==> src/hw/rtl/acts_pkg.sv <==
// ----------------------------------------------------------------------------
// acts_pkg
// Shared types and constants for the axis calibrate / trimmed smoothing block.
// ----------------------------------------------------------------------------
package acts_pkg;

    localparam int SMP_W            = 16;   // sample and result width
    localparam int OFF_W            = 17;   // offset, half-LSB units
    localparam int SCL_W            = 16;   // scale, Q4.12
    localparam int NUM_AXES         = 3;
    localparam int WINDOW_DEPTH_DEF = 10;
    localparam int CAL_SHIFT        = 13;   // /8192: Q12 scale plus half-LSB offset
    localparam int APB_ADDR_W       = 5;
    localparam int APB_DATA_W       = 32;
    localparam int TRIM_MIN_STEPS   = 2;    // trimming needs more entries than this

    localparam logic [SCL_W-1:0] SCALE_ONE = 16'd4096;

    typedef logic signed [SMP_W-1:0] smp_t;

    // One window entry: index 0 is X, 1 is Y, 2 is Z
    typedef smp_t [NUM_AXES-1:0] tri_t;

    typedef struct packed {
        logic signed [SMP_W-1:0] raw_x;
        logic signed [SMP_W-1:0] raw_y;
        logic signed [SMP_W-1:0] raw_z;
    } in_t;

    typedef struct packed {
        logic signed [SMP_W-1:0] out_x;
        logic signed [SMP_W-1:0] out_y;
        logic signed [SMP_W-1:0] out_z;
    } out_t;

    // Window memory control
    typedef struct packed {
        logic rd_en;
        logic wr_en;
        logic clear;
    } win_ctl_t;

    typedef enum logic [2:0] {
        ST_IDLE,
        ST_CAL,
        ST_OLD,
        ST_SCAN,
        ST_DIV,
        ST_WAIT,
        ST_DONE
    } state_t;

    typedef enum logic [2:0] {
        REG_STEPS   = 3'd0,
        REG_TRIM    = 3'd1,
        REG_OFF_X   = 3'd2,
        REG_OFF_Y   = 3'd3,
        REG_OFF_Z   = 3'd4,
        REG_SCALE_X = 3'd5,
        REG_SCALE_Y = 3'd6,
        REG_SCALE_Z = 3'd7
    } cfg_idx_t;

endpackage

==> src/hw/rtl/acts_calib.sv <==
// ----------------------------------------------------------------------------
// acts_calib
// One-axis calibration: (2*raw - offset) * scale / 8192, truncated, sat16.
// Three register stages; valid is start delayed through v1, v2 and v3 alongside them.
// ----------------------------------------------------------------------------
module acts_calib
    import acts_pkg::*;
(
    input  logic                    clk,
    input  logic                    rst_n,
    input  logic                    start,
    input  smp_t                    raw,
    input  logic signed [OFF_W-1:0] offset,
    input  logic [SCL_W-1:0]        scale,
    output logic                    valid,
    output smp_t                    cal
);

    localparam int D_W = OFF_W + 1;
    localparam int P_W = D_W + SCL_W + 1;
    localparam int Q_W = P_W - CAL_SHIFT;

    localparam logic signed [P_W-1:0] BIAS = P_W'((1 << CAL_SHIFT) - 1);
    localparam logic signed [Q_W-1:0] Q_MAX = Q_W'(32767);
    localparam logic signed [Q_W-1:0] Q_MIN = -Q_W'(32768);

    logic                  v1_reg, v2_reg, v3_reg;
    logic signed [D_W-1:0] d_reg, d_next;
    logic signed [P_W-1:0] prod_reg, prod_next;
    smp_t                  cal_reg, cal_next;
    logic signed [P_W-1:0] biased;
    logic signed [Q_W-1:0] quo;

    always_comb
    begin
        d_next    = {raw[SMP_W-1], raw, 1'b0} - {offset[OFF_W-1], offset};
        prod_next = d_reg * $signed({1'b0, scale});
        // truncate toward zero: bias negatives before the arithmetic shift
        biased    = prod_reg + (prod_reg[P_W-1] ? BIAS : '0);
        quo       = biased[P_W-1:CAL_SHIFT];
        if (quo > Q_MAX)
        begin
            cal_next = smp_t'(Q_MAX);
        end
        else if (quo < Q_MIN)
        begin
            cal_next = smp_t'(Q_MIN);
        end
        else
        begin
            cal_next = quo[SMP_W-1:0];
        end
    end

    always_ff @(posedge clk or negedge rst_n)
    begin
        if (!rst_n)
        begin
            v1_reg <= 1'b0;
            v2_reg <= 1'b0;
            v3_reg <= 1'b0;
        end
        else
        begin
            v1_reg <= start;
            v2_reg <= v1_reg;
            v3_reg <= v2_reg;
        end
    end

    always_ff @(posedge clk)
    begin
        if (start)
        begin
            d_reg <= d_next;
        end
        if (v1_reg)
        begin
            prod_reg <= prod_next;
        end
        if (v2_reg)
        begin
            cal_reg <= cal_next;
        end
    end

    assign valid = v3_reg;
    assign cal   = cal_reg;

endmodule

==> src/hw/rtl/acts_window.sv <==
// ----------------------------------------------------------------------------
// acts_window
// Window ring store: one write port, one registered read port.
// Per-entry valid bits make unwritten or cleared entries read as zero.
// ----------------------------------------------------------------------------
module acts_window
    import acts_pkg::*;
#(
    parameter int DEPTH = WINDOW_DEPTH_DEF,
    localparam int AW   = $clog2(DEPTH)
)
(
    input  logic          clk,
    input  logic          rst_n,
    input  win_ctl_t      ctl,
    input  logic [AW-1:0] rd_addr,
    input  logic [AW-1:0] wr_addr,
    input  tri_t          wr_data,
    output tri_t          rd_data
);

    tri_t             win_mem [DEPTH];
    logic [DEPTH-1:0] valid_reg;
    tri_t             rd_q_reg;
    logic             rd_hit_reg;

    always_ff @(posedge clk)
    begin
        if (ctl.wr_en)
        begin
            win_mem[wr_addr] <= wr_data;
        end
    end

    always_ff @(posedge clk)
    begin
        if (ctl.rd_en)
        begin
            rd_q_reg <= win_mem[rd_addr];
        end
    end

    always_ff @(posedge clk or negedge rst_n)
    begin
        if (!rst_n)
        begin
            valid_reg  <= '0;
            rd_hit_reg <= 1'b0;
        end
        else
        begin
            if (ctl.clear)
            begin
                valid_reg <= '0;
            end
            else if (ctl.wr_en)
            begin
                valid_reg[wr_addr] <= 1'b1;
            end
            if (ctl.rd_en)
            begin
                rd_hit_reg <= valid_reg[rd_addr];
            end
        end
    end

    assign rd_data = rd_hit_reg ? rd_q_reg : '0;

endmodule

==> src/hw/rtl/acts_div.sv <==
// ----------------------------------------------------------------------------
// acts_div
// Signed by unsigned truncating divider, two quotient bits per cycle.
// done pulses in the cycle after the last step; quo holds until next start.
// ----------------------------------------------------------------------------
module acts_div
    import acts_pkg::*;
#(
    parameter int NUM_W = 20,
    parameter int DEN_W = 4
)
(
    input  logic                    clk,
    input  logic                    rst_n,
    input  logic                    start,
    input  logic signed [NUM_W-1:0] num,
    input  logic [DEN_W-1:0]        den,
    output logic                    done,
    output logic signed [NUM_W-1:0] quo
);

    localparam int DIV_W = NUM_W + (NUM_W % 2);
    localparam int STEPS = DIV_W / 2;
    localparam int CW    = $clog2(STEPS + 1);

    logic             busy_reg;
    logic             done_reg;
    logic             neg_reg;
    logic [CW-1:0]    cnt_reg;
    logic [DIV_W-1:0] dvd_reg, dvd_next;
    logic [DEN_W-1:0] rem_reg, rem_next;
    logic [DEN_W-1:0] den_reg;
    logic [NUM_W-1:0] mag;
    logic [NUM_W-1:0] q_mag;

    assign mag = num[NUM_W-1] ? NUM_W'(-num) : NUM_W'(num);

    // restoring step, two bits
    always_comb
    begin
        logic [DEN_W:0]   r;
        logic [DIV_W-1:0] dv;
        r  = {1'b0, rem_reg};
        dv = dvd_reg;
        for (int k = 0; k < 2; k++)
        begin
            r  = {r[DEN_W-1:0], dv[DIV_W-1]};
            dv = {dv[DIV_W-2:0], 1'b0};
            if (r >= {1'b0, den_reg})
            begin
                r     = r - {1'b0, den_reg};
                dv[0] = 1'b1;
            end
        end
        rem_next = r[DEN_W-1:0];
        dvd_next = dv;
    end

    always_ff @(posedge clk or negedge rst_n)
    begin
        if (!rst_n)
        begin
            busy_reg <= 1'b0;
            done_reg <= 1'b0;
            cnt_reg  <= '0;
        end
        else
        begin
            done_reg <= 1'b0;
            if (start)
            begin
                busy_reg <= 1'b1;
                cnt_reg  <= '0;
            end
            else if (busy_reg)
            begin
                cnt_reg <= cnt_reg + 1'b1;
                if (cnt_reg == CW'(STEPS - 1))
                begin
                    busy_reg <= 1'b0;
                    done_reg <= 1'b1;
                end
            end
        end
    end

    always_ff @(posedge clk)
    begin
        if (start)
        begin
            dvd_reg <= DIV_W'(mag);
            rem_reg <= '0;
            den_reg <= den;
            neg_reg <= num[NUM_W-1];
        end
        else if (busy_reg)
        begin
            dvd_reg <= dvd_next;
            rem_reg <= rem_next;
        end
    end

    assign q_mag = dvd_reg[NUM_W-1:0];
    assign quo   = neg_reg ? $signed(-q_mag) : $signed(q_mag);
    assign done  = done_reg;

endmodule

==> src/hw/rtl/axis_calibrate_trimmed_smooth.sv <==
// ----------------------------------------------------------------------------
// axis_calibrate_trimmed_smooth
// Three-axis magnetometer calibration with moving-average / trimmed smoothing.
// ----------------------------------------------------------------------------
// Each request carries one raw X/Y/Z sample. Per axis the block computes
// (2*raw - offset_half) * scale_q12 / 8192, truncated toward zero and
// saturated to int16. With smooth_steps at 0 that calibrated triple is the
// result. Otherwise it goes into a ring of min(smooth_steps, WINDOW_DEPTH)
// entries held in a single-port-read window memory, per-axis running sums are
// updated by read-modify-write of the oldest slot, and the result is the
// truncating mean; in trimmed mode with more than two steps the first largest
// and first smallest entry are dropped and the rest divided by steps-2.
// Warm-up entries count as zero. Writing smooth_steps clears the history.
// One request is in work at a time; a finished result waits in an output
// register, so the next request is taken while it is still stalled.
// From acceptance the request waits in ST_CAL for the calib register stages;
// with smoothing off it then goes to ST_DONE and the output register. With
// smoothing it passes ST_OLD, ST_DIV and ST_WAIT on the radix-4 divider before
// ST_DONE; trimmed mode adds ST_SCAN after ST_OLD for the window min/max scan,
// one memory read per cycle. The next request is taken in the cycle after the
// result is loaded. Configuration is written over the APB port, register i at
// byte address 4*i, and must only be written while idle.
// ----------------------------------------------------------------------------
module axis_calibrate_trimmed_smooth
    import acts_pkg::*;
#(
    parameter int WINDOW_DEPTH = WINDOW_DEPTH_DEF
)
(
    input  logic                  clk,
    input  logic                  rst_n,
    // APB configuration
    input  logic                  psel,
    input  logic                  penable,
    input  logic                  pwrite,
    input  logic [APB_ADDR_W-1:0] paddr,
    input  logic [APB_DATA_W-1:0] pwdata,
    output logic [APB_DATA_W-1:0] prdata,
    output logic                  pready,
    // sample request channel
    input  logic                  sample_valid,
    output logic                  sample_stall,
    input  in_t                   sample,
    // result request channel
    output logic                  result_valid,
    input  logic                  result_stall,
    output out_t                  result
);

    localparam int AW    = $clog2(WINDOW_DEPTH);
    localparam int CNT_W = $clog2(WINDOW_DEPTH + 1);
    localparam int SUM_W = SMP_W + $clog2(WINDOW_DEPTH);
    localparam int EXT_W = SUM_W - SMP_W;

    // ---------------- configuration registers ----------------
    logic [3:0]              smooth_steps_reg;
    logic                    smooth_trimmed_reg;
    logic signed [OFF_W-1:0] offset_x_reg, offset_y_reg, offset_z_reg;
    logic [SCL_W-1:0]        scale_x_reg, scale_y_reg, scale_z_reg;

    logic     cfg_wr;
    cfg_idx_t cfg_idx;
    logic     steps_wr;

    assign pready   = 1'b1;
    assign cfg_wr   = psel && penable && pwrite && pready;
    assign cfg_idx  = cfg_idx_t'(paddr[4:2]);
    assign steps_wr = cfg_wr && (cfg_idx == REG_STEPS);

    always_ff @(posedge clk or negedge rst_n)
    begin
        if (!rst_n)
        begin
            smooth_steps_reg   <= '0;
            smooth_trimmed_reg <= 1'b0;
            offset_x_reg       <= '0;
            offset_y_reg       <= '0;
            offset_z_reg       <= '0;
            scale_x_reg        <= SCALE_ONE;
            scale_y_reg        <= SCALE_ONE;
            scale_z_reg        <= SCALE_ONE;
        end
        else if (cfg_wr)
        begin
            unique case (cfg_idx)
                REG_STEPS:   smooth_steps_reg   <= pwdata[3:0];
                REG_TRIM:    smooth_trimmed_reg <= pwdata[0];
                REG_OFF_X:   offset_x_reg       <= pwdata[OFF_W-1:0];
                REG_OFF_Y:   offset_y_reg       <= pwdata[OFF_W-1:0];
                REG_OFF_Z:   offset_z_reg       <= pwdata[OFF_W-1:0];
                REG_SCALE_X: scale_x_reg        <= pwdata[SCL_W-1:0];
                REG_SCALE_Y: scale_y_reg        <= pwdata[SCL_W-1:0];
                REG_SCALE_Z: scale_z_reg        <= pwdata[SCL_W-1:0];
            endcase
        end
    end

    // readback; offsets sign-extended
    always_comb
    begin
        unique case (cfg_idx)
            REG_STEPS:   prdata = APB_DATA_W'(smooth_steps_reg);
            REG_TRIM:    prdata = APB_DATA_W'(smooth_trimmed_reg);
            REG_OFF_X:   prdata = APB_DATA_W'(offset_x_reg);
            REG_OFF_Y:   prdata = APB_DATA_W'(offset_y_reg);
            REG_OFF_Z:   prdata = APB_DATA_W'(offset_z_reg);
            REG_SCALE_X: prdata = APB_DATA_W'(scale_x_reg);
            REG_SCALE_Y: prdata = APB_DATA_W'(scale_y_reg);
            REG_SCALE_Z: prdata = APB_DATA_W'(scale_z_reg);
        endcase
    end

    // ---------------- effective window length ----------------
    logic [CNT_W-1:0] steps_eff;
    logic [CNT_W-1:0] wp_reg;
    logic [CNT_W-1:0] pos_cur;
    logic             trim_use;

    // steps above depth act as depth
    assign steps_eff = (32'(smooth_steps_reg) > WINDOW_DEPTH) ? CNT_W'(WINDOW_DEPTH)
                                                              : CNT_W'(smooth_steps_reg);
    // position past the window wraps before the write
    assign pos_cur   = (wp_reg >= steps_eff) ? '0 : wp_reg;
    assign trim_use  = smooth_trimmed_reg && (32'(steps_eff) > TRIM_MIN_STEPS);

    // ---------------- calibration ----------------
    logic                    cal_start;
    logic [NUM_AXES-1:0]     cal_valid;
    tri_t                    cal_vec;
    tri_t                    raw_vec;
    logic signed [OFF_W-1:0] off_vec [NUM_AXES];
    logic [SCL_W-1:0]        scl_vec [NUM_AXES];

    assign raw_vec[0] = sample.raw_x;
    assign raw_vec[1] = sample.raw_y;
    assign raw_vec[2] = sample.raw_z;
    assign off_vec[0] = offset_x_reg;
    assign off_vec[1] = offset_y_reg;
    assign off_vec[2] = offset_z_reg;
    assign scl_vec[0] = scale_x_reg;
    assign scl_vec[1] = scale_y_reg;
    assign scl_vec[2] = scale_z_reg;

    for (genvar a = 0; a < NUM_AXES; a++)
    begin : g_cal
        acts_calib u_calib (
            .clk    (clk),
            .rst_n  (rst_n),
            .start  (cal_start),
            .raw    (raw_vec[a]),
            .offset (off_vec[a]),
            .scale  (scl_vec[a]),
            .valid  (cal_valid[a]),
            .cal    (cal_vec[a])
        );
    end

    // ---------------- window memory ----------------
    win_ctl_t      win_ctl;
    logic [AW-1:0] win_rd_addr;
    logic [AW-1:0] win_wr_addr;
    tri_t          win_rd_data;

    acts_window #(
        .DEPTH (WINDOW_DEPTH)
    ) u_window (
        .clk     (clk),
        .rst_n   (rst_n),
        .ctl     (win_ctl),
        .rd_addr (win_rd_addr),
        .wr_addr (win_wr_addr),
        .wr_data (cal_vec),
        .rd_data (win_rd_data)
    );

    // ---------------- sequencer state ----------------
    state_t                  state_reg, state_next;
    logic [CNT_W-1:0]        pos_reg;
    logic [CNT_W-1:0]        issue_reg;
    logic [CNT_W-1:0]        cmp_reg;
    logic                    dv_reg;
    logic                    use_trim_reg;
    logic signed [SUM_W-1:0] sum_reg [NUM_AXES];
    smp_t                    hi_reg  [NUM_AXES];
    smp_t                    lo_reg  [NUM_AXES];
    tri_t                    res_reg;
    logic                    result_valid_reg;
    out_t                    result_reg;
    logic                    scan_rd;
    logic                    out_free;
    logic                    scan_last;

    // ---------------- divider ----------------
    logic                    div_start;
    logic [NUM_AXES-1:0]     div_done;
    logic signed [SUM_W-1:0] div_num [NUM_AXES];
    logic signed [SUM_W-1:0] div_quo [NUM_AXES];
    logic [CNT_W-1:0]        div_den;

    assign div_den = use_trim_reg ? steps_eff - CNT_W'(TRIM_MIN_STEPS) : steps_eff;

    always_comb
    begin
        for (int a = 0; a < NUM_AXES; a++)
        begin
            if (use_trim_reg)
            begin
                div_num[a] = sum_reg[a] - {{EXT_W{hi_reg[a][SMP_W-1]}}, hi_reg[a]}
                                        - {{EXT_W{lo_reg[a][SMP_W-1]}}, lo_reg[a]};
            end
            else
            begin
                div_num[a] = sum_reg[a];
            end
        end
    end

    for (genvar a = 0; a < NUM_AXES; a++)
    begin : g_div
        acts_div #(
            .NUM_W (SUM_W),
            .DEN_W (CNT_W)
        ) u_div (
            .clk   (clk),
            .rst_n (rst_n),
            .start (div_start),
            .num   (div_num[a]),
            .den   (div_den),
            .done  (div_done[a]),
            .quo   (div_quo[a])
        );
    end

    // ---------------- FSM ----------------
    assign scan_rd   = (state_reg == ST_SCAN) && (issue_reg < steps_eff);
    assign scan_last = dv_reg && (cmp_reg == steps_eff - 1'b1);
    assign out_free  = !result_valid_reg || !result_stall;

    always_comb
    begin
        state_next = state_reg;
        unique case (state_reg)
            ST_IDLE:
            begin
                if (sample_valid)
                begin
                    state_next = ST_CAL;
                end
            end
            ST_CAL:
            begin
                if (cal_valid[0])
                begin
                    state_next = (steps_eff == '0) ? ST_DONE : ST_OLD;
                end
            end
            ST_OLD:  state_next = trim_use ? ST_SCAN : ST_DIV;
            ST_SCAN:
            begin
                if (scan_last)
                begin
                    state_next = ST_DIV;
                end
            end
            ST_DIV:  state_next = ST_WAIT;
            ST_WAIT:
            begin
                if (div_done[0])
                begin
                    state_next = ST_DONE;
                end
            end
            ST_DONE:
            begin
                if (out_free)
                begin
                    state_next = ST_IDLE;
                end
            end
            default: state_next = ST_IDLE;
        endcase
    end

    always_comb
    begin
        sample_stall  = (state_reg != ST_IDLE);
        cal_start     = (state_reg == ST_IDLE) && sample_valid;
        // oldest slot read as soon as the calibrated value is ready
        win_ctl.rd_en = ((state_reg == ST_CAL) && cal_valid[0] && (steps_eff != '0))
                        || scan_rd;
        win_ctl.wr_en = (state_reg == ST_OLD);
        win_ctl.clear = steps_wr;
        win_rd_addr   = (state_reg == ST_SCAN) ? issue_reg[AW-1:0] : pos_cur[AW-1:0];
        win_wr_addr   = pos_reg[AW-1:0];
        div_start     = (state_reg == ST_DIV);
    end

    always_ff @(posedge clk or negedge rst_n)
    begin
        if (!rst_n)
        begin
            state_reg        <= ST_IDLE;
            wp_reg           <= '0;
            dv_reg           <= 1'b0;
            result_valid_reg <= 1'b0;
            for (int a = 0; a < NUM_AXES; a++)
            begin
                sum_reg[a] <= '0;
            end
        end
        else
        begin
            state_reg <= state_next;
            dv_reg    <= scan_rd;
            if (steps_wr)
            begin
                wp_reg <= '0;
                for (int a = 0; a < NUM_AXES; a++)
                begin
                    sum_reg[a] <= '0;
                end
            end
            else if (state_reg == ST_OLD)
            begin
                // read-modify-write: drop the evicted entry, add the new one
                wp_reg <= pos_reg + 1'b1;
                for (int a = 0; a < NUM_AXES; a++)
                begin
                    sum_reg[a] <= sum_reg[a]
                                  - {{EXT_W{win_rd_data[a][SMP_W-1]}}, win_rd_data[a]}
                                  + {{EXT_W{cal_vec[a][SMP_W-1]}}, cal_vec[a]};
                end
            end
            if ((state_reg == ST_DONE) && out_free)
            begin
                result_valid_reg <= 1'b1;
            end
            else if (!result_stall)
            begin
                result_valid_reg <= 1'b0;
            end
        end
    end

    // datapath registers
    always_ff @(posedge clk)
    begin
        if ((state_reg == ST_CAL) && cal_valid[0])
        begin
            pos_reg   <= pos_cur;
            issue_reg <= '0;
            cmp_reg   <= '0;
            res_reg   <= cal_vec;
        end
        if (state_reg == ST_OLD)
        begin
            use_trim_reg <= trim_use;
        end
        if (scan_rd)
        begin
            issue_reg <= issue_reg + 1'b1;
        end
        // window scan: strict compares keep the first max and first min
        if ((state_reg == ST_SCAN) && dv_reg)
        begin
            cmp_reg <= cmp_reg + 1'b1;
            for (int a = 0; a < NUM_AXES; a++)
            begin
                if (cmp_reg == '0)
                begin
                    hi_reg[a] <= win_rd_data[a];
                    lo_reg[a] <= win_rd_data[a];
                end
                else
                begin
                    if ($signed(win_rd_data[a]) > hi_reg[a])
                    begin
                        hi_reg[a] <= win_rd_data[a];
                    end
                    if ($signed(win_rd_data[a]) < lo_reg[a])
                    begin
                        lo_reg[a] <= win_rd_data[a];
                    end
                end
            end
        end
        if ((state_reg == ST_WAIT) && div_done[0])
        begin
            for (int a = 0; a < NUM_AXES; a++)
            begin
                res_reg[a] <= div_quo[a][SMP_W-1:0];
            end
        end
        if ((state_reg == ST_DONE) && out_free)
        begin
            result_reg.out_x <= res_reg[0];
            result_reg.out_y <= res_reg[1];
            result_reg.out_z <= res_reg[2];
        end
    end

    assign result_valid = result_valid_reg;
    assign result       = result_reg;

endmodule
==> config.mk <==
export PLATFORM = sky130hd
export DESIGN_NAME = axis_calibrate_trimmed_smooth
export DESIGN_NICKNAME = d
export VERILOG_FILES = /design/src/hw/rtl/acts_pkg.sv /design/src/hw/rtl/acts_calib.sv /design/src/hw/rtl/acts_window.sv /design/src/hw/rtl/acts_div.sv /design/src/hw/rtl/axis_calibrate_trimmed_smooth.sv
export SDC_FILE = /design/constraint.sdc
export NUM_CORES = 2
export LEC_CHECK = 0
export BUFFER_PORTS_ARGS = -buffer_cell sky130_fd_sc_hd__clkbuf_2
export CAP_MARGIN = 20
export CORE_UTILIZATION = 60
export CTS_BUF_LIST = sky130_fd_sc_hd__clkbuf_8 sky130_fd_sc_hd__clkbuf_16
export DETAILED_ROUTE_END_ITERATION = 16
export PLACE_DENSITY_LB_ADDON = 0.08
export SLEW_MARGIN = 20
export SYNTH_ARGS = -nofsm -noshare
export SYNTH_HDL_FRONTEND = slang
export SYNTH_SLANG_ARGS = --single-unit
==> constraint.sdc <==
create_clock -name clk -period 9.4 [get_ports clk]
set_input_delay 0.47 -clock clk [delete_from_list [all_inputs] [get_ports clk]]
set_output_delay 0.47 -clock clk [all_outputs]
set_load 0.05 [all_outputs]
==> results.md <==
- Final worst path period share: 79.1%
- Area fraction of the dominant cell type after synthesis: 30.6%
- Initial Utilization: 60.6%
- Number of I/O port buffers: 156
- Most frequent cells in the layout: sky130_fd_sc_hd__inv_1, sky130_fd_sc_hd__nand2_1, sky130_fd_sc_hd__edfxtp_1, sky130_fd_sc_hd__fa_1, sky130_fd_sc_hd__ha_1
- Final hold vios: 0
- Setup total negative slack: 0 ns
- TritonCTS buffer count: 138
- Detailed-routing iteration count for the pre-antenna-repair pass: 8
- Post-synth ARST share: 16.6%
- Area occupied by multi-input gates: 55700 sq um
- Run status: finished, final reports clean
- Post-Layout Inst Area: 106000 sq um
- Peak fanout along the critical path: 20
- Clock Tree Buf Depth: 3
- CTS H-tree lvls: 4
- Clock transition at the registers of the reported paths: 0.06 ns
- Cell types with the largest area share after synthesis: sky130_fd_sc_hd__edfxtp_1, sky130_fd_sc_hd__fa_1, sky130_fd_sc_hd__ha_1, sky130_fd_sc_hd__inv_1, sky130_fd_sc_hd__dfrtp_1
- Worst path required time: 9.99 ns
- Layout cells sized above 1: 6.94%
- Sum of overflow across all layers after global routing: 0
- Final setup vio count: 0
- Max-cap check violation count: 0
- Number of antenna-violating nets in the routed design: 0
- Critical path capture point type: register
- Gr usage total: 30.4%
- Nets: 11300
- Number of instances in the synthesized netlist: 9571
- Weighted congestion at the end of routability-driven global placement: 0.944
- Type of the setup path with the least slack: reg2reg
- Total DRC errors in the routed layout: 0
- Cell count after placement: 11600
- Clock sinks: 1222
- Max Slew Vio Count: 0
- Tightest Pin Transition: 1.13 ns
- CTS root buffer: sky130_fd_sc_hd__clkbuf_16
- Final cell count without fillers: 11900
- Avg WL per Cell: 21.0 um
- Remaining max-slew budget at the tightest pin: 24.4%
- Seq/Total Area, Yosys: 36.0%
- Initial antenna violation count: 9
- Number of library cell types mapped by synthesis: 120
- Post_cts resized: 0
- Number of nets produced by synthesis: 11300
- Chip Width: 408 um
- Area of the die: 166000 sq um
- First-pass GRT wire length: 391000 um
- CP max-delay cell: sky130_fd_sc_hd__dfrtp_1
- Number of warnings printed during yosys synthesis: 0
- Min cycle time layout: 7.43 ns
- Mean Syn Cell Area: 10.3 sq um
- Skew-Pair Late Insertion Delay: 0.83 ns
- Worst hold margin: 0.0630 ns
- Placeable core region: 163000 sq um
- Placement Cell Area: 102000 sq um
- Flip-flop count of the largest register, all copies and words added: 480
- Post-synth top area cell: sky130_fd_sc_hd__edfxtp_1
- Seq cells post-synth: 1222
- FF/Latch Area: 35600 sq um
- Most used cell along the critical path: sky130_fd_sc_hd__fa_1
- Synthesized cell area: 98800 sq um
- Vias in the first global route: 69900
- Vertical die dimension: 408 um
- EDFF count, synth: 1007
- Path type of the worst min-delay path: in2reg
- Final worst clock skew: 0.0681 ns
- Post-synth top flop: sky130_fd_sc_hd__edfxtp_1
- CTS tree: yes
- Wirelength, routed: 250000 um
- Max frequency: 135 MHz
- Ordered cell list for the critical path: nand2_1 -> fa_1 -> fa_1 -> fa_1 -> fa_1 -> inv_1 -> fa_1 -> inv_1 -> fa_1 -> inv_1 -> ha_1 -> nand2_1 -> a211oi_1 -> o211ai_1 -> a31oi_1 -> o21ai_0 -> o311ai_0 -> nor3_1 -> o21bai_1 -> a21oi_1 -> xnor2_1
- Row count: 148
- Avg Vias per Cell: 5.78
- Detailed placement HPWL: 183000 um
- Pin count of the biggest net entering global routing: 189
- Critical path's largest stage delay: 0.90 ns
- Leading cell type in the layout, fill and taps excluded: sky130_fd_sc_hd__inv_1
- Iter 0 DRT Violations: 4774
- Critical Path Start Type: register
- Layout overhead on the synthesized area: 7.58%
- Unrepaired setup endpoints after global routing: no
- Vias: 68700
- Arrival time of data at the critical path endpoint: 8.03 ns
- Number of primary I/O pins: 175
- Fill cell count: 13000
cell usage after synthesis (14+ instances only):
library cell	count
sky130_fd_sc_hd__o21ai_1	36
sky130_fd_sc_hd__and2_1	470
sky130_fd_sc_hd__o21a_1	61
sky130_fd_sc_hd__a21boi_0	14
sky130_fd_sc_hd__nand2_1	1224
sky130_fd_sc_hd__fa_1	1002
sky130_fd_sc_hd__mux2_2	97
sky130_fd_sc_hd__o31ai_1	23
sky130_fd_sc_hd__edfxtp_1	1007
sky130_fd_sc_hd__o21bai_1	31
sky130_fd_sc_hd__buf_1	20
sky130_fd_sc_hd__a21o_1	99
sky130_fd_sc_hd__o211ai_1	22
sky130_fd_sc_hd__nand3_1	192
sky130_fd_sc_hd__buf_2	32
sky130_fd_sc_hd__a31oi_1	100
sky130_fd_sc_hd__nand4_1	49
sky130_fd_sc_hd__o21ai_0	305
sky130_fd_sc_hd__and3_1	48
sky130_fd_sc_hd__nand2b_1	41
sky130_fd_sc_hd__a211oi_1	162
sky130_fd_sc_hd__xor2_1	140
sky130_fd_sc_hd__nor3_1	89
sky130_fd_sc_hd__a21oi_1	357
sky130_fd_sc_hd__xnor2_1	235
sky130_fd_sc_hd__and4_1	14
sky130_fd_sc_hd__mux2i_1	71
sky130_fd_sc_hd__a311oi_1	50
sky130_fd_sc_hd__ha_1	623
sky130_fd_sc_hd__buf_4	26
sky130_fd_sc_hd__or3_1	38
sky130_fd_sc_hd__nor2b_1	98
sky130_fd_sc_hd__nor2_1	341
sky130_fd_sc_hd__dfrtp_1	200
sky130_fd_sc_hd__inv_1	1615
sky130_fd_sc_hd__or4_1	19
sky130_fd_sc_hd__clkbuf_1	297
per-stage QoR:
stage | worst slack (ns) | utilization, %
after detailed placement | 2.02 | 62.3
after global placement | 2.13 | 62.3
after global routing | 1.59 | 65.2
after CTS | 2.03 | 65.1
final | 1.97 | 65.2
after floorplan | 2.87 | -
metal layers:
metal | GRT usage [%] | vias up | wire, um
li1 | - | 31700 | -
met1 | 38.6 | 34300 | 99000
met2 | 51.0 | 2177 | 121000
met3 | 4.37 | 546 | 15200
met4 | 15.6 | 6 | 14500
met5 | 0 | - | 46
critical path: cells and delay by family (launching register included):
family	cells	cell delay [ns]
flops	1	0.90
compound gates	7	2.07
xor+xnor	1	0.25
simple gates	3	0.39
buf+inv	3	0.15
fa+ha+maj	7	3.44
cell families (layout without fill, tap and decap cells):
logic type                 count (synthesis)  after routing  share of synthesized area [%]
DFF                                     1222           1222                           36.0
xor gates and xnor gates                 376            376                           3.34
buffers and inverters                   2004           2131                           7.80
AOI/OAI and AO/OA                       1455           1455                           9.66
muxes                                    173            173                           1.93
adders and majority gates               1625           1625                           28.2
other                                      1              5                        0.00379
and+or+nand+nor                         2715           2715                           13.1
cell type report:
cell class                      instances  area share (%)
Timing Repair Buffer                  260            1.54
Antenna cell                            4         0.00942
Clock buffer                          142            3.31
Sequential cell                      1222            33.5
Tap cell                             2175            2.56
Clock inverter                        110            1.00
Multi-Input combinational cell       6345            52.4
Inverter                             1619            5.72
worst paths after layout:
path / start / end / slack (ns) / cells past startpoint
max: scale_y_reg[2]$_DFFE_PN0P_ / g_cal[1].u_calib.prod_reg[31]$_DFFE_PP_ / 1.97 / 21
min: result_stall / result_valid$_DFFE_PN0P_ / 0.06 / 3
max reg2reg: scale_y_reg[2]$_DFFE_PN0P_ / g_cal[1].u_calib.prod_reg[31]$_DFFE_PP_ / 1.97 / 21
min reg2reg: res_reg[14]$_DFFE_PP_ / result[46]$_DFFE_PP_ / 0.41 / 0
max in group asynchronous: rst_n / g_cal[2].u_calib.v1_reg$_DFF_PN0_ / 6.87 / 4
min in group asynchronous: rst_n / g_div[1].u_div.cnt_reg[3]$_DFFE_PN0P_ / 0.22 / 2
repair_timing:
item                                   in CTS  in global routing
buffers inserted                            0                  0
endpoints found under the hold margin     102                  0
hold buffers                               11                  0
Power is left out: the tool's default activity adds up to more than one toggle a clock period on the data nets, which glitch-free logic cannot reach.
